## config.mk

```make
export PLATFORM = sky130hd
export DESIGN_NAME = boxcar_moving_average_core_flat
export DESIGN_NICKNAME = d
export VERILOG_FILES = /design/src/rtl/bma_pkg.sv /design/src/rtl/bma_if.sv /design/src/rtl/boxcar_moving_average_core.sv /design/src/rtl/bma_csr.sv /design/src/rtl/bma_div.sv /design/src/flat_wrapper.sv
export SDC_FILE = /design/constraint.sdc
export NUM_CORES = 1
export LEC_CHECK = 0
export ABC_AREA = 1
export ABC_CLOCK_PERIOD_IN_PS = 5700
export BUFFER_PORTS_ARGS = -buffer_cell sky130_fd_sc_hd__buf_2
export CORE_MARGIN = 8
export CORE_UTILIZATION = 25
export DETAILED_ROUTE_END_ITERATION = 8
export RECOVER_POWER = 25
export SYNTH_ARGS = -nofsm -noshare
export SYNTH_HDL_FRONTEND = slang
export SYNTH_HIERARCHICAL = 1
export SYNTH_SLANG_ARGS = --single-unit
export TNS_END_PERCENT = 50
```

## constraint.sdc

```tcl
create_clock -name clock -period 5.7 [get_ports clock]
set_input_delay 0.855 -clock clock [delete_from_list [all_inputs] [get_ports clock]]
set_output_delay 0.855 -clock clock [all_outputs]
set_load 0.05 [all_outputs]
```

## src/rtl/bma_pkg.sv

```systemverilog
// ----------------------------------------------------------------------------
// bma_pkg
// Shared constants and types of the boxcar moving average core.
// ----------------------------------------------------------------------------
package bma_pkg;

   // default build sizes
   localparam int MAX_WINDOW_DEF   = 32;
   localparam int MAX_LENGTH_DEF   = 4096;
   localparam int SAMPLE_WIDTH_DEF = 16;

   // register file
   localparam int CSR_ADDR_W   = 3;
   localparam int CSR_DATA_W   = 32;
   localparam int WINDOW_REG_W = 6;
   localparam int LENGTH_REG_W = 13;

   localparam logic [WINDOW_REG_W-1:0] WINDOW_RESET = WINDOW_REG_W'(1);
   localparam logic [LENGTH_REG_W-1:0] LENGTH_RESET = LENGTH_REG_W'(4096);

   // register index, taken from paddr[2]
   localparam logic REG_WINDOW = 1'b0;
   localparam logic REG_LENGTH = 1'b1;

   typedef struct packed {
      logic [WINDOW_REG_W-1:0] window_length;
      logic [LENGTH_REG_W-1:0] array_length;
      logic                    restart;
   } csr_cfg_type;

endpackage

```

## src/rtl/bma_if.sv

```systemverilog
// ----------------------------------------------------------------------------
// bma_if
// Valid/ready channels of the boxcar moving average core.
// ----------------------------------------------------------------------------
interface bma_req_if #(
   parameter int SAMPLE_WIDTH = bma_pkg::SAMPLE_WIDTH_DEF
);
   logic                    valid;
   logic                    ready;
   logic [SAMPLE_WIDTH-1:0] sample;

   modport source (output valid, output sample, input ready);
   modport sink   (input valid, input sample, output ready);
endinterface

interface bma_rsp_if #(
   parameter int SAMPLE_WIDTH = bma_pkg::SAMPLE_WIDTH_DEF
);
   logic                    valid;
   logic                    ready;
   logic [SAMPLE_WIDTH-1:0] smoothed;
   logic                    last_of_array;

   modport source (output valid, output smoothed, output last_of_array, input ready);
   modport sink   (input valid, input smoothed, input last_of_array, output ready);
endinterface

```

## src/rtl/boxcar_moving_average_core.sv

```systemverilog
// ----------------------------------------------------------------------------
// boxcar_moving_average_core
// Boxcar smoothing of a streamed spectrum with a running window sum,
// a sample history ring and a bit-serial divider.
//
//   channel   dir   handshake            beat contents
//   req_chan  in    valid/ready          sample
//   rsp_chan  out   valid/ready          smoothed, last_of_array
//   csr_*     in    apb write/read       window_length @0, array_length @4
//
// one sample at a time: accept and sum update, then per result a history read
// and a load; an averaged result takes the divider in place of the read, one
// bit per cycle over the sum width (21 at default sizes), before its load.
// the final sample of an array emits up to (window-1)/2+1 beats.
// synchronous reset; no clearing pass. a stalled rsp holds the core in load,
// and a new sample is taken while the last beat still waits in the output reg.
// ----------------------------------------------------------------------------
module boxcar_moving_average_core #(
   parameter int MAX_WINDOW   = bma_pkg::MAX_WINDOW_DEF,
   parameter int MAX_LENGTH   = bma_pkg::MAX_LENGTH_DEF,
   parameter int SAMPLE_WIDTH = bma_pkg::SAMPLE_WIDTH_DEF
) (
   input  logic                           clock,
   input  logic                           reset,
   bma_req_if.sink                        req_chan,
   bma_rsp_if.source                      rsp_chan,
   input  logic                           csr_psel,
   input  logic                           csr_penable,
   input  logic                           csr_pwrite,
   input  logic [bma_pkg::CSR_ADDR_W-1:0] csr_paddr,
   input  logic [bma_pkg::CSR_DATA_W-1:0] csr_pwdata,
   output logic [bma_pkg::CSR_DATA_W-1:0] csr_prdata,
   output logic                           csr_pready
);

   localparam int WIN_W  = $clog2(MAX_WINDOW + 1);
   localparam int AW     = $clog2(MAX_WINDOW);
   localparam int CNT_W  = $clog2(MAX_LENGTH);
   localparam int LEN_W  = $clog2(MAX_LENGTH + 1);
   localparam int SUM_W  = SAMPLE_WIDTH + $clog2(MAX_WINDOW);
   localparam int RING_W = WIN_W + 1;

   localparam logic [2:0] ST_IDLE = 3'd0;
   localparam logic [2:0] ST_SUM  = 3'd1;
   localparam logic [2:0] ST_DIV  = 3'd2;
   localparam logic [2:0] ST_READ = 3'd3;
   localparam logic [2:0] ST_LOAD = 3'd4;

   bma_pkg::csr_cfg_type cfg;

   logic [2:0]              state_ff, state_in;
   logic [CNT_W-1:0]        n_ff, n_in;
   logic [SUM_W-1:0]        sum_ff, sum_in;
   logic [AW-1:0]           ws_ff, ws_in;
   logic [AW-1:0]           slot_ff;
   logic [SAMPLE_WIDTH-1:0] sample_ff;
   logic [WIN_W-1:0]        k_ff, k_in;
   logic                    final_ff, final_in;
   logic                    avg_ff, avg_in;
   logic                    rsp_valid_ff, rsp_valid_in;
   logic [SAMPLE_WIDTH-1:0] rsp_smoothed_ff;
   logic                    rsp_last_ff;

   logic [SAMPLE_WIDTH-1:0] hist_mem [MAX_WINDOW];
   logic [SAMPLE_WIDTH-1:0] rd_data_ff;
   logic [AW-1:0]           rd_addr;
   logic                    rd_en;
   logic                    hist_we;

   logic [WIN_W-1:0]        win;
   logic [LEN_W-1:0]        len;
   logic [WIN_W-1:0]        dly;
   logic                    accept;
   logic                    out_free;
   logic                    load_beat;
   logic [SUM_W-1:0]        sub_val;
   logic [SUM_W-1:0]        sum_new;
   logic                    is_final;
   logic                    n_ge_d;
   logic [CNT_W-1:0]        pos;
   logic                    use_avg;
   logic                    has_out;
   logic [WIN_W-1:0]        kmax;
   logic                    div_start;
   logic                    div_done;
   logic [SAMPLE_WIDTH-1:0] div_q;

   function automatic logic [AW-1:0] ring_back(input logic [AW-1:0] slot,
                                                input logic [WIN_W-1:0] back);
      logic [RING_W-1:0] t;
      t = RING_W'(slot) + RING_W'(MAX_WINDOW) - RING_W'(back);
      if (t >= RING_W'(MAX_WINDOW)) begin
         t = t - RING_W'(MAX_WINDOW);
      end
      return t[AW-1:0];
   endfunction

   bma_csr u_csr (
      .clock       (clock),
      .reset       (reset),
      .csr_psel    (csr_psel),
      .csr_penable (csr_penable),
      .csr_pwrite  (csr_pwrite),
      .csr_paddr   (csr_paddr),
      .csr_pwdata  (csr_pwdata),
      .csr_prdata  (csr_prdata),
      .csr_pready  (csr_pready),
      .cfg         (cfg)
   );

   bma_div #(
      .SUM_W        (SUM_W),
      .WIN_W        (WIN_W),
      .SAMPLE_WIDTH (SAMPLE_WIDTH)
   ) u_div (
      .clock    (clock),
      .reset    (reset),
      .start    (div_start),
      .dividend (sum_new),
      .divisor  (win),
      .done     (div_done),
      .quotient (div_q)
   );

   // effective window and length, clamped into range
   always_comb begin
      if (cfg.window_length == '0) begin
         win = WIN_W'(1);
      end else if (32'(cfg.window_length) > 32'(MAX_WINDOW)) begin
         win = WIN_W'(MAX_WINDOW);
      end else begin
         win = WIN_W'(cfg.window_length);
      end
      if (cfg.array_length == '0) begin
         len = LEN_W'(1);
      end else if (32'(cfg.array_length) > 32'(MAX_LENGTH)) begin
         len = LEN_W'(MAX_LENGTH);
      end else begin
         len = LEN_W'(cfg.array_length);
      end
   end

   assign dly      = (win - WIN_W'(1)) >> 1;
   assign accept   = req_chan.valid && req_chan.ready;
   assign out_free = !rsp_valid_ff || rsp_chan.ready;

   // item decode, valid in the sum state
   assign sub_val  = (32'(n_ff) >= 32'(win))
                     ? {{(SUM_W-SAMPLE_WIDTH){rd_data_ff[SAMPLE_WIDTH-1]}}, rd_data_ff}
                     : '0;
   assign sum_new  = sum_ff - sub_val
                     + {{(SUM_W-SAMPLE_WIDTH){sample_ff[SAMPLE_WIDTH-1]}}, sample_ff};
   assign is_final = (32'(n_ff) + 32'd1) >= 32'(len);
   assign n_ge_d   = 32'(n_ff) >= 32'(dly);
   assign pos      = CNT_W'(32'(n_ff) - 32'(dly));
   assign use_avg  = n_ge_d && (32'(pos) >= 32'(win))
                     && ((32'(len) - 32'(pos)) >= 32'(win));
   assign has_out  = is_final || n_ge_d;
   assign kmax     = n_ge_d ? dly : WIN_W'(n_ff);

   assign div_start = (state_ff == ST_SUM) && use_avg;
   assign load_beat = (state_ff == ST_LOAD) && out_free;
   assign hist_we   = (state_ff == ST_SUM);

   // one history read port: oldest sample on accept, output tap in the read state
   always_comb begin
      rd_en   = 1'b0;
      rd_addr = ring_back(slot_ff, k_ff);
      if (state_ff == ST_IDLE) begin
         rd_en   = accept;
         rd_addr = ring_back(ws_ff, win);
      end else if (state_ff == ST_READ) begin
         rd_en = 1'b1;
      end
   end

   always_ff @(posedge clock) begin
      if (rd_en) begin
         rd_data_ff <= hist_mem[rd_addr];
      end
      if (hist_we) begin
         hist_mem[slot_ff] <= sample_ff;
      end
   end

   always_comb begin
      state_in     = state_ff;
      n_in         = n_ff;
      sum_in       = sum_ff;
      ws_in        = ws_ff;
      k_in         = k_ff;
      final_in     = final_ff;
      avg_in       = avg_ff;
      rsp_valid_in = rsp_valid_ff;
      if (rsp_valid_ff && rsp_chan.ready) begin
         rsp_valid_in = 1'b0;
      end
      unique case (state_ff)
         ST_IDLE: begin
            if (accept) begin
               state_in = ST_SUM;
            end
         end
         ST_SUM: begin
            ws_in    = (ws_ff == AW'(MAX_WINDOW - 1)) ? '0 : ws_ff + AW'(1);
            n_in     = is_final ? '0 : n_ff + CNT_W'(1);
            sum_in   = is_final ? '0 : sum_new;
            k_in     = kmax;
            final_in = is_final;
            avg_in   = use_avg;
            if (!has_out) begin
               state_in = ST_IDLE;
            end else if (use_avg) begin
               state_in = ST_DIV;
            end else begin
               state_in = ST_READ;
            end
         end
         ST_DIV: begin
            if (div_done) begin
               state_in = ST_LOAD;
            end
         end
         ST_READ: begin
            state_in = ST_LOAD;
         end
         ST_LOAD: begin
            if (out_free) begin
               rsp_valid_in = 1'b1;
               avg_in       = 1'b0;
               if (final_ff && (k_ff != '0)) begin
                  k_in     = k_ff - WIN_W'(1);
                  state_in = ST_READ;
               end else begin
                  state_in = ST_IDLE;
               end
            end
         end
         default: begin
            state_in = ST_IDLE;
         end
      endcase
      // register writes are to arrive only while idle; the core does not enforce it
      if (cfg.restart) begin
         n_in   = '0;
         sum_in = '0;
      end
   end

   always_ff @(posedge clock) begin
      if (reset) begin
         state_ff     <= ST_IDLE;
         n_ff         <= '0;
         sum_ff       <= '0;
         ws_ff        <= '0;
         k_ff         <= '0;
         final_ff     <= 1'b0;
         avg_ff       <= 1'b0;
         rsp_valid_ff <= 1'b0;
      end else begin
         state_ff     <= state_in;
         n_ff         <= n_in;
         sum_ff       <= sum_in;
         ws_ff        <= ws_in;
         k_ff         <= k_in;
         final_ff     <= final_in;
         avg_ff       <= avg_in;
         rsp_valid_ff <= rsp_valid_in;
      end
   end

   always_ff @(posedge clock) begin
      if (accept) begin
         sample_ff <= req_chan.sample;
         slot_ff   <= ws_ff;
      end
      if (load_beat) begin
         rsp_smoothed_ff <= avg_ff ? div_q : rd_data_ff;
         rsp_last_ff     <= final_ff && (k_ff == '0);
      end
   end

   assign req_chan.ready         = (state_ff == ST_IDLE);
   assign rsp_chan.valid         = rsp_valid_ff;
   assign rsp_chan.smoothed      = rsp_smoothed_ff;
   assign rsp_chan.last_of_array = rsp_last_ff;

endmodule

```

## src/rtl/bma_csr.sv

```systemverilog
// ----------------------------------------------------------------------------
// bma_csr
// APB register file: window length and array length.
// ----------------------------------------------------------------------------
module bma_csr (
   input  logic                              clock,
   input  logic                              reset,
   input  logic                              csr_psel,
   input  logic                              csr_penable,
   input  logic                              csr_pwrite,
   input  logic [bma_pkg::CSR_ADDR_W-1:0]    csr_paddr,
   input  logic [bma_pkg::CSR_DATA_W-1:0]    csr_pwdata,
   output logic [bma_pkg::CSR_DATA_W-1:0]    csr_prdata,
   output logic                              csr_pready,
   output bma_pkg::csr_cfg_type              cfg
);

   logic [bma_pkg::WINDOW_REG_W-1:0] window_ff;
   logic [bma_pkg::LENGTH_REG_W-1:0] length_ff;
   logic                             wr_en;
   logic                             reg_sel;

   assign csr_pready = 1'b1;
   assign reg_sel    = csr_paddr[2];
   assign wr_en      = csr_psel && csr_penable && csr_pwrite;

   always_ff @(posedge clock) begin
      if (reset) begin
         window_ff <= bma_pkg::WINDOW_RESET;
         length_ff <= bma_pkg::LENGTH_RESET;
      end else if (wr_en) begin
         unique case (reg_sel)
            bma_pkg::REG_WINDOW: window_ff <= csr_pwdata[bma_pkg::WINDOW_REG_W-1:0];
            bma_pkg::REG_LENGTH: length_ff <= csr_pwdata[bma_pkg::LENGTH_REG_W-1:0];
            default:             window_ff <= window_ff;
         endcase
      end
   end

   always_comb begin
      unique case (reg_sel)
         bma_pkg::REG_WINDOW: csr_prdata = bma_pkg::CSR_DATA_W'(window_ff);
         bma_pkg::REG_LENGTH: csr_prdata = bma_pkg::CSR_DATA_W'(length_ff);
         default:             csr_prdata = '0;
      endcase
   end

   // any write restarts the array
   assign cfg.window_length = window_ff;
   assign cfg.array_length  = length_ff;
   assign cfg.restart       = wr_en;

endmodule

```

## src/rtl/bma_div.sv

```systemverilog
// ----------------------------------------------------------------------------
// bma_div
// Bit-serial restoring divider: signed window sum over window length,
// quotient truncated toward zero, one quotient bit per cycle.
// ----------------------------------------------------------------------------
module bma_div #(
   parameter int SUM_W        = 21,
   parameter int WIN_W        = 6,
   parameter int SAMPLE_WIDTH = bma_pkg::SAMPLE_WIDTH_DEF
) (
   input  logic                    clock,
   input  logic                    reset,
   input  logic                    start,
   input  logic [SUM_W-1:0]        dividend,
   input  logic [WIN_W-1:0]        divisor,
   output logic                    done,
   output logic [SAMPLE_WIDTH-1:0] quotient
);

   localparam int CNT_W = $clog2(SUM_W + 1);

   logic             busy_ff;
   logic             done_ff;
   logic [CNT_W-1:0] cnt_ff;
   logic [SUM_W-1:0] acc_ff;
   logic [WIN_W-1:0] rem_ff;
   logic [WIN_W-1:0] div_ff;
   logic             neg_ff;
   logic [WIN_W:0]   trial;
   logic             fits;
   logic [WIN_W:0]   trial_sub;
   logic [SUM_W-1:0] q_full;

   assign trial     = {rem_ff, acc_ff[SUM_W-1]};
   assign fits      = trial >= {1'b0, div_ff};
   assign trial_sub = trial - {1'b0, div_ff};

   always_ff @(posedge clock) begin
      if (reset) begin
         busy_ff <= 1'b0;
         done_ff <= 1'b0;
         cnt_ff  <= '0;
      end else if (start) begin
         busy_ff <= 1'b1;
         done_ff <= 1'b0;
         cnt_ff  <= CNT_W'(SUM_W);
      end else if (busy_ff) begin
         cnt_ff <= cnt_ff - CNT_W'(1);
         if (cnt_ff == CNT_W'(1)) begin
            busy_ff <= 1'b0;
            done_ff <= 1'b1;
         end
      end
   end

   // magnitude shifts out at the top, quotient bits shift in at the bottom
   always_ff @(posedge clock) begin
      if (start) begin
         acc_ff <= dividend[SUM_W-1] ? (SUM_W'(0) - dividend) : dividend;
         rem_ff <= '0;
         div_ff <= divisor;
         neg_ff <= dividend[SUM_W-1];
      end else if (busy_ff) begin
         acc_ff <= {acc_ff[SUM_W-2:0], fits};
         rem_ff <= fits ? trial_sub[WIN_W-1:0] : trial[WIN_W-1:0];
      end
   end

   assign q_full   = neg_ff ? (SUM_W'(0) - acc_ff) : acc_ff;
   assign quotient = q_full[SAMPLE_WIDTH-1:0];
   assign done     = done_ff;

endmodule
```

## src/flat_wrapper.sv

```systemverilog
// flat-port wrapper written by rule: the top's interface ports become plain ports
module boxcar_moving_average_core_flat 
#(
   parameter int MAX_WINDOW   = bma_pkg::MAX_WINDOW_DEF,
   parameter int MAX_LENGTH   = bma_pkg::MAX_LENGTH_DEF,
   parameter int SAMPLE_WIDTH = bma_pkg::SAMPLE_WIDTH_DEF
)
  (clock, reset, csr_psel, csr_penable, csr_pwrite, csr_paddr, csr_pwdata, csr_prdata, csr_pready, req_chan_valid, req_chan_sample, req_chan_ready, rsp_chan_valid, rsp_chan_smoothed, rsp_chan_last_of_array, rsp_chan_ready);
  bma_req_if #(.SAMPLE_WIDTH(SAMPLE_WIDTH)) req_chan_i ();
  bma_rsp_if #(.SAMPLE_WIDTH(SAMPLE_WIDTH)) rsp_chan_i ();
  input  logic clock;
  input  logic reset;
  input  logic csr_psel;
  input  logic csr_penable;
  input  logic csr_pwrite;
  input  logic [bma_pkg::CSR_ADDR_W-1:0] csr_paddr;
  input  logic [bma_pkg::CSR_DATA_W-1:0] csr_pwdata;
  output logic [bma_pkg::CSR_DATA_W-1:0] csr_prdata;
  output logic csr_pready;
  input wire logic [$bits(req_chan_i.valid)-1:0] req_chan_valid;
  input wire logic [$bits(req_chan_i.sample)-1:0] req_chan_sample;
  output wire logic [$bits(req_chan_i.ready)-1:0] req_chan_ready;
  output wire logic [$bits(rsp_chan_i.valid)-1:0] rsp_chan_valid;
  output wire logic [$bits(rsp_chan_i.smoothed)-1:0] rsp_chan_smoothed;
  output wire logic [$bits(rsp_chan_i.last_of_array)-1:0] rsp_chan_last_of_array;
  input wire logic [$bits(rsp_chan_i.ready)-1:0] rsp_chan_ready;
  assign req_chan_i.valid = req_chan_valid;
  assign req_chan_i.sample = req_chan_sample;
  assign req_chan_ready = req_chan_i.ready;
  assign rsp_chan_valid = rsp_chan_i.valid;
  assign rsp_chan_smoothed = rsp_chan_i.smoothed;
  assign rsp_chan_last_of_array = rsp_chan_i.last_of_array;
  assign rsp_chan_i.ready = rsp_chan_ready;
  boxcar_moving_average_core #(.MAX_WINDOW(MAX_WINDOW), .MAX_LENGTH(MAX_LENGTH), .SAMPLE_WIDTH(SAMPLE_WIDTH)) u_core (.clock(clock), .reset(reset), .req_chan(req_chan_i), .rsp_chan(rsp_chan_i), .csr_psel(csr_psel), .csr_penable(csr_penable), .csr_pwrite(csr_pwrite), .csr_paddr(csr_paddr), .csr_pwdata(csr_pwdata), .csr_prdata(csr_prdata), .csr_pready(csr_pready));
endmodule
```

==> impl_metrics.toml, run 1 <==
[logic_synthesis]
ys_ff_latch = 676
synthDominantCellAreaShare = 0.555
ys_async_sr_fraction = 0
yosysTopAreaCell = "edfxtp_1"
ys_warn_count = 6
synth.cell_area_um2 = 32200
ys.flop_type = "edfxtp_1"
synth.avg_cell_area_um2 = 10.5
synth_edf_count = 594
synth_area_leaders = "edfxtp_1 (55%), dfxtp_1 (5.1%), nor2_1 (5.0%), o21ai_0 (4.8%), nand2_1 (4.7%)"
syn_inst = 3076
ys_seq_area_frac = 0.606
ys_types = 57

[critical_path]
r2r_cells = 31
cpPeakStageDelay_ns = 0.41
end_kind = "register"
crit_type = "register to register"
r2r-start = "u_core/u_csr/window_ff[5]"
crit_fanout = 22
cp-endpoint = "u_core/u_div/acc_ff[20]"
cp.arrival_ns = 5.69
worstPathRequired_ns = 6.12
regToRegSetupSlack_ns = 0.43
critPathLaunchType = "register"
crit_slowest_cell = "fa_1"
critPathLaunch = "u_core/u_csr/window_ff[5]"
cpMostUsedCell = "nand2_1"
reg2reg_to = "u_core/u_div/acc_ff[20]"

[routing]
routed_via_density = 4.67
drc = 0
drtIter0Drc = 1888
wl_um = 87800
avgRoutedWirePerCell_um = 17.8
vias = 23000
drtPass1Iterations = 9
ant_nets = 0

[placement]
io_buffers = 68
gp_congestion = 0.857
placed_area_um2 = 34900
hpwl_um = 54800

[sta]
finalSetupTns_ns = 0
finalCritPeriodShare = 0.925
rsz0062_at_grt = "no"
maxSlewViolCount = 269
finalClockSkew_ns = 0.0357
tightest_slew_ns = 1.87
final_period_minus_worst_setup_slack_ns = 5.27
max_freq_ghz = 0.190
finalSetupViolCount = 0
relSlewSlack = -0.245
hold_violations = 0

[clock_tree]
cts-root-buf = "clkbuf_16"
numCtsBuffers = 75
h-tree-depth = 3
clockBufferDepth = 3
cts_tree = "done"
path_clk_slew_ns = 0.06
numClockSinks = 676
clk_latency_ns = 0.64

[cells_and_area]
syn_to_final_growth_pct = 16.4
layout_common_cells = "edfxtp_1 (594), nor2_1 (424), nand2_1 (404), inv_1 (315), o21ai_0 (309)"
drive_gt1_frac = 0.109
layout.nets = 3375
fillers = 13000
final_cell_area_um2 = 37400
final_common_cell = "edfxtp_1"

[die]
die_area_um2 = 140000
io_pins = 110
fp.coreArea_um2 = 128000
die_x_um = 375
initial_core_util = 0.252
rows = 131
die_h_um = 375

[global_routing]
grtUsageTotal = 0.120
grt_pass1_vias = 22100
grt_pass1_wl_um = 133000
grt_max_degree = 185
antenna_found_initial = 2
overflow = 0

[run_status]
status = "finished, violations left"
violations = "capacitance limit, slew limit"

[job]
drv_cap = 10

[hold_path]
hp-class = "primary input to register"
-- synth_stat cells, types with 4 or more instances --
| cell | n |
|---|---|
| nor3_1 | 16 |
| a211oi_1 | 8 |
| nand3b_1 | 5 |
| nor2_2 | 9 |
| buf_4 | 24 |
| buf_2 | 22 |
| inv_2 | 6 |
| xnor2_1 | 17 |
| a21oi_1 | 93 |
| xor2_1 | 50 |
| o211ai_1 | 36 |
| ha_1 | 91 |
| clkinv_1 | 4 |
| nand3_2 | 8 |
| o221ai_1 | 100 |
| nor2_4 | 5 |
| buf_1 | 4 |
| nor4_1 | 4 |
| nand2_2 | 10 |
| inv_1 | 319 |
| a31oi_1 | 36 |
| nand3_1 | 145 |
| nor2_1 | 426 |
| o22ai_1 | 30 |
| edfxtp_1 | 594 |
| clkbuf_1 | 111 |
| a21o_1 | 6 |
| fa_1 | 25 |
| nand4_1 | 23 |
| o21bai_1 | 4 |
| nand2_1 | 405 |
| o21ai_1 | 10 |
| o21ai_0 | 311 |
| dfxtp_1 | 82 |
-- metal layers --
| layer | track usage | vias to the layer above | routed length, µm |
|---|---|---|---|
| met5 | 0 | - | 0 |
| met4 | 0.0392 | 0 | 2600 |
| met3 | 0.0195 | 135 | 5080 |
| met2 | 0.207 | 645 | 42800 |
| met1 | 0.152 | 11300 | 37300 |
| li1 | - | 11000 | - |
-- worst min-delay path by stage --
stage / cells after the start / slack [ns] / end / from
2_1_floorplan: 2 / 0.44 / u_core/u_div/done / u_core/u_div/done
3_3_place_gp: 2 / 0.45 / u_core/sum_ff[1] / u_core/sum_ff[1]
3_5_place_dp: 2 / 0.46 / u_core/sum_ff[18] / u_core/sum_ff[18]
4_1_cts: 1 / 0.37 / u_core/sample_ff[1] / req_chan_sample[1]
5_1_grt: 1 / 0.38 / u_core/sample_ff[1] / req_chan_sample[1]
6_report: 1 / 0.40 / u_core/sample_ff[0] / req_chan_sample[0]
-- per-stage QoR --
stage | hold WS, ns | setup slack, ns | cells | util
3_3_place_gp | 0.453 | 0.0855 | 4780 | 0.274
3_5_place_dp | 0.458 | 0.0878 | 4780 | 0.274
4_1_cts | 0.365 | 0.0379 | 4918 | 0.293
6_report | 0.404 | 0.426 | 4927 | 0.293
5_1_grt | 0.378 | 0.0237 | 4926 | 0.293
2_1_floorplan | 0.441 | 0.463 | 3094 | -
-- cell families after synthesis --
group,synth area share
AO/OA/AOI/OAI,0.122
flip-flops,0.606
other,0.000234
XOR/XNOR,0.0188
buffers and inverters,0.0622
AND/OR/NAND/NOR,0.140
adder cells (fa/ha/maj),0.0510
-- what timing repair did --
action                                  CTS  global route
hold buffers                              0             0
setup buffers                             0             6
endpoints found under the setup margin    0            58
gates resized for setup                   0            14
-- final cells by class --
class,instances,area [µm²],share of cell area
flip-flops and latches,676,19500,0.520
multi-input cells,1923,10800,0.289
well taps,1662,2080,0.0555
clock buffers,86,1940,0.0518
repair buffers,194,1320,0.0351
inverters,331,1250,0.0335
clock inverters,52,529,0.0141
diodes,3,7.51,0.000200
-- critical path, delay by kind of cell, from the launching register on --
kind,cells,cell delay [ns]
AOI/OAI and AO/OA,6,0.91
DFF,1,0.34
adders and majority gates,4,1.25
and+or+nand+nor,12,1.46
buffers and inverters,8,0.94
xor gates and xnor gates,1,0.16
-- sequential cells by signal, summed over array words and instances, names as in the netlist, 3 cells and up --
signal / cells
u_core/u_div/acc_ff: 21
u_core/sum_ff: 21
u_core/u_div/cnt_ff: 5
u_core/k_ff: 6
u_core/rsp_chan.smoothed: 16
u_core/hist_mem: 512
u_core/n_ff: 12
u_core/u_csr/length_ff: 13
u_core/rd_data_ff: 16
u_core/state_ff: 3
u_core/u_div/div_ff: 6
u_core/u_div/rem_ff: 6
u_core/sample_ff: 16
u_core/u_csr/window_ff: 6
u_core/ws_ff: 5
u_core/slot_ff: 5
Power of run 1 is not shown: default switching activity piles up to over one toggle a cycle in this logic, so the estimate is an artifact.
==> run 2: changes to the inputs <==
--- a/config.mk
+++ b/config.mk
@@ -11,7 +11,10 @@
 export CORE_MARGIN = 8
 export CORE_UTILIZATION = 25
 export DETAILED_ROUTE_END_ITERATION = 8
+export GPL_TIMING_DRIVEN = 0
+export PLACE_DENSITY = 0.38
 export RECOVER_POWER = 25
+export REMOVE_ABC_BUFFERS = 1
 export SYNTH_ARGS = -nofsm -noshare
 export SYNTH_HDL_FRONTEND = slang
 export SYNTH_HIERARCHICAL = 1
==> run 2 against run 1 <==
- the run now ends clean
- setup slack lost 0.070 ns
- sequential cell count is the same
- critical endpoint is now u_core/u_div/acc_ff[1]
- critical path depth fell by 1
- core utilization grew 0.95 points
- sequential share of layout area down 1.6 points
- critical path type unchanged
- final area grew 3.3%
- highest routed layer unchanged
- largest cell class unchanged
- non-clock buffer count down 25
==> impl_metrics.toml, run 2 (synthesis results as in run 1) <==
[routing]
vias = 22700
drtIter0Drc = 1556
drtPass1Iterations = 7
ant_nets = 0
wl_um = 101000
avgRoutedWirePerCell_um = 20.5
drc = 0
routed_via_density = 4.61

[placement]
placed_area_um2 = 35700
gp_congestion = 0.750
hpwl_um = 67100
io_buffers = 68

[job]
drv_cap = 0

[die]
io_pins = 110
die_area_um2 = 140000
rows = 131
initial_core_util = 0.252
die_h_um = 375
die_x_um = 375
fp.coreArea_um2 = 128000

[sta]
final_period_minus_worst_setup_slack_ns = 5.34
finalCritPeriodShare = 0.938
hold_violations = 0
max_freq_ghz = 0.187
tightest_slew_ns = 1.44
maxSlewViolCount = 0
relSlewSlack = 0.0393
finalClockSkew_ns = 0.0195
rsz0062_at_grt = "yes"
finalSetupViolCount = 0

[critical_path]
crit_slowest_cell = "fa_1"
reg2reg_to = "u_core/u_div/acc_ff[1]"
cp.arrival_ns = 5.72
r2r_cells = 30
cpPeakStageDelay_ns = 0.47
critPathLaunchType = "register"
crit_fanout = 11
worstPathRequired_ns = 6.08
regToRegSetupSlack_ns = 0.36
end_kind = "register"
r2r-start = "u_core/u_csr/window_ff[5]"
crit_type = "register to register"

[global_routing]
antenna_found_initial = 2
grtUsageTotal = 0.139
grt_pass1_wl_um = 150000
grt_max_degree = 148
grt_pass1_vias = 22400
overflow = 0

[cells_and_area]
largest_reg_flops = 512
max_flop_register = "u_core/hist_mem"
final_cell_area_um2 = 38700
layout_common_cells = "edfxtp_1 (594), nand2_1 (399), nor2_1 (386), inv_1 (314), o21ai_0 (304)"
syn_to_final_growth_pct = 20.2
antenna_cells = 0
final_common_cell = "edfxtp_1"
drive_gt1_frac = 0.129
largestRegisters = "u_core/hist_mem: 512 flops, u_core/sum_ff: 21 flops, u_core/u_div/acc_ff: 21 flops"
layout.nets = 3359

[clock_tree]
clockBufferDepth = 3
h-tree-depth = 3
numClockSinks = 676
cts-root-buf = "clkbuf_16"
cts_tree = "done"
numCtsBuffers = 82
path_clk_slew_ns = 0.06
clk_latency_ns = 0.64

[hold_path]
whs_endpoint = "u_core/sample_ff[12]"
min_path_cells = 1
worstHoldStart = "req_chan_sample[12]"
hp-class = "primary input to register"

[run_status]
status = "completed"
-- run 2: per-stage QoR --
stage / hold WS, ns / worst slack, ns / TNS (ns) / utilization / instances
floorplan: 0.439 / -6.59 / -108.92 / - / 2930
global placement: 0.455 / -25.05 / -549.64 / 0.265 / 4660
detailed placement: 0.459 / -1.74 / -75.51 / 0.279 / 4737
CTS: 0.335 / 0.00572 / 0 / 0.302 / 4899
global route: 0.357 / -0.0124 / -0.0791 / 0.303 / 4913
finish: 0.393 / 0.356 / 0 / 0.303 / 4913
-- run 2: repair_timing --
action                     CTS  global route
buffers inserted            10            14
gates resized for setup     21            36
hold buffers                 0             0
setup endpoints to repair   72            63
pin swaps                    7            12
gates cloned                 2             0
-- run 2: worst max-delay path by stage --
stage                                    startpoint                 endpoint  slack, ns
final                     u_core/u_csr/window_ff[5]   u_core/u_div/acc_ff[1]       0.36
after detailed placement  u_core/u_csr/window_ff[5]   u_core/u_div/acc_ff[1]      -1.74
after global routing      u_core/u_csr/window_ff[1]  u_core/u_div/acc_ff[19]      -0.01
after global placement    u_core/u_csr/window_ff[5]    u_core/rd_data_ff[15]     -25.05
after floorplan           u_core/u_csr/window_ff[5]    u_core/rd_data_ff[10]      -6.59
after CTS                 u_core/u_csr/window_ff[2]  u_core/u_div/acc_ff[19]      0.006
-- run 2: metal layers --
layer / vias to the layer above / GRT usage / share of wire
met1: 11200 / 0.192 / 0.47
li1: 11000 / - / -
met4: 0 / 0.0384 / 0.023
met3: 103 / 0.0182 / 0.036
met5: - / 0 / 0
met2: 381 / 0.228 / 0.47
-- run 2: area by class of cell --
type	count	area, µm²
fillers	13200	89000
repair buffers	169	2080
inverters	331	1280
multi-input cells	1924	11100
flip-flops and latches	676	19500
clock inverters	37	378
clock buffers	113	2300
well taps	1662	2080
repair inverters	1	7.51
-- run 2: critical path: cells and delay by family, from the launching register on --
family          cells  cell delay (ns)
flops               1             0.37
xor+xnor            3             0.67
fa+ha+maj           4             1.30
compound gates      6             0.80
simple gates       12             1.41
buf+inv             5             0.50
Power of run 2 is left out for the same reason.
